<file path="config.mk">
export PLATFORM = sky130hd
export DESIGN_NAME = vtdi_cell
export DESIGN_NICKNAME = d
export VERILOG_FILES = /design/src/rtl/vtdi_pkg.sv /design/src/rtl/vtdi_cell.sv
export SDC_FILE = /design/constraint.sdc
export NUM_CORES = 1
export LEC_CHECK = 0
export BUFFER_PORTS_ARGS = -buffer_cell sky130_fd_sc_hd__buf_4
export CORE_AREA = 2 2 92 94
export DETAILED_ROUTE_END_ITERATION = 8
export DIE_AREA = 0 0 94 96
export SETUP_SLACK_MARGIN = 0.4
export SYNTH_ARGS = -nofsm -noshare
export SYNTH_HDL_FRONTEND = slang
export SYNTH_SLANG_ARGS = --single-unit
</file>
<file path="constraint.sdc">
create_clock -name clk -period 3.07 [get_ports clk]
set_input_delay 0.307 -clock clk [delete_from_list [all_inputs] [get_ports clk]]
set_output_delay 0.307 -clock clk [all_outputs]
set_load 0.01 [all_outputs]
</file>
<file path="src/rtl/vtdi_pkg.sv">
package vtdi_pkg;

  localparam int FIELD_W = 16;
  localparam int OUT_IDX_W = 8;
  localparam int MODE_W = 2;

  typedef enum logic [MODE_W-1:0] {
    MODE_POS     = 2'd0,
    MODE_POS_NRM = 2'd1,
    MODE_POS_UV  = 2'd2,
    MODE_ALL     = 2'd3
  } attr_mode_t;

  localparam attr_mode_t MODE_RESET = MODE_ALL;

  // Corner under search, broadcast to every cell while a transaction runs.
  typedef struct packed {
    logic [FIELD_W-1:0] pos;
    logic [FIELD_W-1:0] uv;
    logic [FIELD_W-1:0] nrm;
    logic               use_uv;
    logic               use_nrm;
  } query_t;

  // Search token handed from cell to cell.
  typedef struct packed {
    logic                 active;
    logic                 found;
    logic                 is_new;
    logic [OUT_IDX_W-1:0] hit_idx;
  } token_t;

endpackage

</file>
<file path="src/rtl/vtdi_cell.sv">
module vtdi_cell #(
  parameter int CELL_IDX = 0,
  parameter int CNT_W = 9
) (
  input  logic               clk,
  input  logic               rst_n,
  input  vtdi_pkg::query_t   query,
  input  logic [CNT_W-1:0]   count,
  input  vtdi_pkg::token_t   tok_in,
  output vtdi_pkg::token_t   tok_out
);
  import vtdi_pkg::*;

  localparam logic [CNT_W-1:0] MY_SLOT = CNT_W'(CELL_IDX);
  localparam logic [OUT_IDX_W-1:0] MY_HIT = OUT_IDX_W'(CELL_IDX);

  logic [FIELD_W-1:0] pos_r;
  logic [FIELD_W-1:0] uv_r;
  logic [FIELD_W-1:0] nrm_r;
  token_t             tok_r;
  token_t             tok_nxt;
  logic               match;
  logic               searching;
  logic               hit;
  logic               append;

  always_comb begin
    match = (pos_r == query.pos) &&
            (!query.use_uv || (uv_r == query.uv)) &&
            (!query.use_nrm || (nrm_r == query.nrm));
    searching = tok_in.active && !tok_in.found;
    hit = searching && (MY_SLOT < count) && match;
    append = searching && (MY_SLOT == count);
    tok_nxt = tok_in;
    if (hit || append) begin
      tok_nxt.found = 1'b1;
      tok_nxt.is_new = append;
      tok_nxt.hit_idx = MY_HIT;
    end
  end

  always_ff @(posedge clk) begin
    if (!rst_n) begin
      tok_r <= '0;
    end else begin
      tok_r <= tok_nxt;
    end
  end

  always_ff @(posedge clk) begin
    if (append) begin
      pos_r <= query.pos;
      uv_r <= query.uv;
      nrm_r <= query.nrm;
    end
  end

  assign tok_out = tok_r;

endmodule

</file>
==> results.md <==
- Status: finished, final reports clean
- Reg-to-Reg Start: nrm_r[0]
- Max-slew violation count: 0
- Setup-failing EPs final: 0
- Final GP Congestion: 0.6397
- Reg2reg path depth: 5
- Post-DRT Antenna Nets: 0
- DRC: 0
- Unrepaired setup endpoints after global routing: no
- Detail Placement HPWL: 3430 um
- Data required time of the worst path: 3.24 ns
- Top-count cell post-synth: edfxtp_1
- Synth top area share: 0.6160
- Post-synthesis sequential area ratio: 0.7102
- Post-synth cell types: 17
- I/O Pins: 83
- CTS Buf Count: 9
- Area of the core: 8051 um^2
- Filler cell count: 770
- Max clock buf depth: 2
- Core Rows: 33
- Worst skew pair latency: 0.32 ns
- Setup TNS: 0 ns
- Cell Area, Placed: 3114 um^2
- Postcts setup bufs: 0
- Worst Setup Slack, final: 1.091 ns
- Synth top cells by count: edfxtp_1 (48), xnor2_1 (35), xor2_1 (13), dfxtp_1 (11), nand4_1 (10)
- Clk_skew: 0.008061 ns
- Final-report hold violation count: 0
- Cts repair resizes: 0
- Global-route usage over all layers: 0.1068
- Die H: 96 um
- DR iter-0 viols: 24
- Hold/Removal Path Class: input port to flop
- Clock Sink Count: 59
- Port Buffers: 82
- Placed Cells: 331
- CP max FO: 9
- Reg clk slew, reported paths: 0.07 ns
- Width of the die: 94 um
- DIE AREA: 9024 um^2
- CTS tree: built
- Final Cycle Share: 0.6447
- VDD IR max: 0.0002003 V
- Starting Density: 0.2906
- First-pass GRT wire length: 7065 um
- Leakage Power: 1.197 nW
- WHS Path Cells: 1
- Drt first pass iters: 4
- Launch point of the critical path: nrm_r[0]
- Post-synth EDFFs: 48
- Post-route design area: 3298 um^2
- Via count: 1454
- Min Tclk post-route: 1.979 ns
- Worst Setup EP: tok_out[4]
- WS Path Type: flop to flop
- Grt ovf: 0
- Syn_nets: 215
- CP startpoint kind: flop
- Share of layout cells above drive strength 1: 0.4050
- Area grow syn2layout: 40.96%
- # hold bufs at CTS: 0
- WL/cell: 12.82 um
- Vias in the first global route: 1465
- Largest net degree at the start of global routing: 42
- #FFs+latches synth: 59
- Synth area leader: edfxtp_1
- Syn_area_per_cell: 16.36 um^2
- Peak Freq: 505.3 MHz
- Post-Place Setup Slack: 0.9827 ns
- Worst flop-to-flop path endpoint: tok_out[4]
- PD cells: 502.6 nW/um^2
- Cell Area, Synth: 2340 um^2
- Total routed wirelength: 4449 um
- H-Tree Depth: 3
- Synth async-reset ratio: 0
- Slew @ Worst Pin: 0.8168 ns
- Top_reg_cell synth: edfxtp_1
- Nets: 309
- Relative slew slack: 0.4497
- Vias per cell: 4.190
- CP Capture Type: flop
- Syn Inst Count: 143
- # diodes: 0
- Max Cap Viol: 0
- Synth Warn #: 0
- Antenna violations before repair: 0
- Slack of the worst reg-to-reg path: 1.09 ns
- Post-route insts no fill: 347
- WP data arrival: 2.15 ns
- Synth area leaders: edfxtp_1 (62%), xnor2_1 (13%), dfxtp_1 (9.4%)
- CTS root buf: clkbuf_8
[cell type report]
type	instances	area [um^2]	share of cell area
Sequential cell	59	1662	0.5038
Multi-Input combinational cell	84	685.7	0.2079
Timing Repair Buffer	83	635.6	0.1927
Clock buffer	14	173.9	0.05273
Tap cell	105	131.4	0.03983
Clock inverter	2	10.01	0.003035
[where the power goes]
part           total (mW)  leakage, nW  switching (mW)  internal [mW]
Combinational       0.144        0.578          0.0510         0.0933
Sequential          0.874        0.523         0.00225          0.872
Clock               0.640       0.0956           0.277          0.362
Total                1.66         1.20           0.330           1.33
[cell families after synthesis]
logic type / after synthesis / share of synthesized area
and+or+nand+nor: 30 / 0.08663
DFF: 59 / 0.7102
AOI/OAI and AO/OA: 6 / 0.02353
xor gates and xnor gates: 48 / 0.1797
[worst max-delay path, cell delays in order, from the launching register on]
cell      delay [ns]
edfxtp_1        0.39
xnor2_1         0.15
nand4_1         0.13
o41a_1          0.50
nor4_4          0.54
nor3b_1         0.11
[state kept, by name (all words and copies together), names as in the netlist]
register,count
nrm_r,16
tok_out,11
pos_r,16
uv_r,16
[per-stage QoR]
| stage | power, mW | hold WS [ns] | util |
|---|---|---|---|
| floorplan | 0.9350 | 0.4059 | - |
| global placement | 1.036 | 0.5012 | 0.3868 |
| detailed placement | 1.039 | 0.5029 | 0.3868 |
| CTS | 1.688 | 0.1532 | 0.4096 |
| global route | 1.736 | 0.1403 | 0.4096 |
| finish | 1.658 | 0.1716 | 0.4096 |
[per-layer routing]
| layer | track usage | share of wire |
|---|---|---|
| met3 | 0.04464 | 0.067 |
| met1 | 0.1364 | 0.45 |
| met2 | 0.1554 | 0.47 |
| met5 | 0 | 0 |
| met4 | 0.05435 | 0.014 |
[worst min-delay path by stage]
stage | startpoint | endpoint | slack (ns)
floorplan | query[2] | nrm_r[0] | 0.41
global route | query[31] | uv_r[13] | 0.14
finish | query[19] | uv_r[1] | 0.17
global placement | query[7] | nrm_r[5] | 0.50
detailed placement | query[31] | uv_r[13] | 0.50
CTS | query[31] | uv_r[13] | 0.15
[placed cells by master, fill, tap and decap left out, types with 2 or more instances in the layout]
cell,netlist,routed
buf_4,0,82
clkbuf_1,0,3
edfxtp_1,48,48
nand4_1,10,10
o41a_1,3,3
dfxtp_1,11,11
nor4_1,4,4
nor2_1,3,2
xor2_1,13,13
xnor2_1,35,35
nor3b_1,8,8
clkbuf_8,0,10
clkinv_2,0,2
No activity file was read; power rests on OpenSTA's default activity.
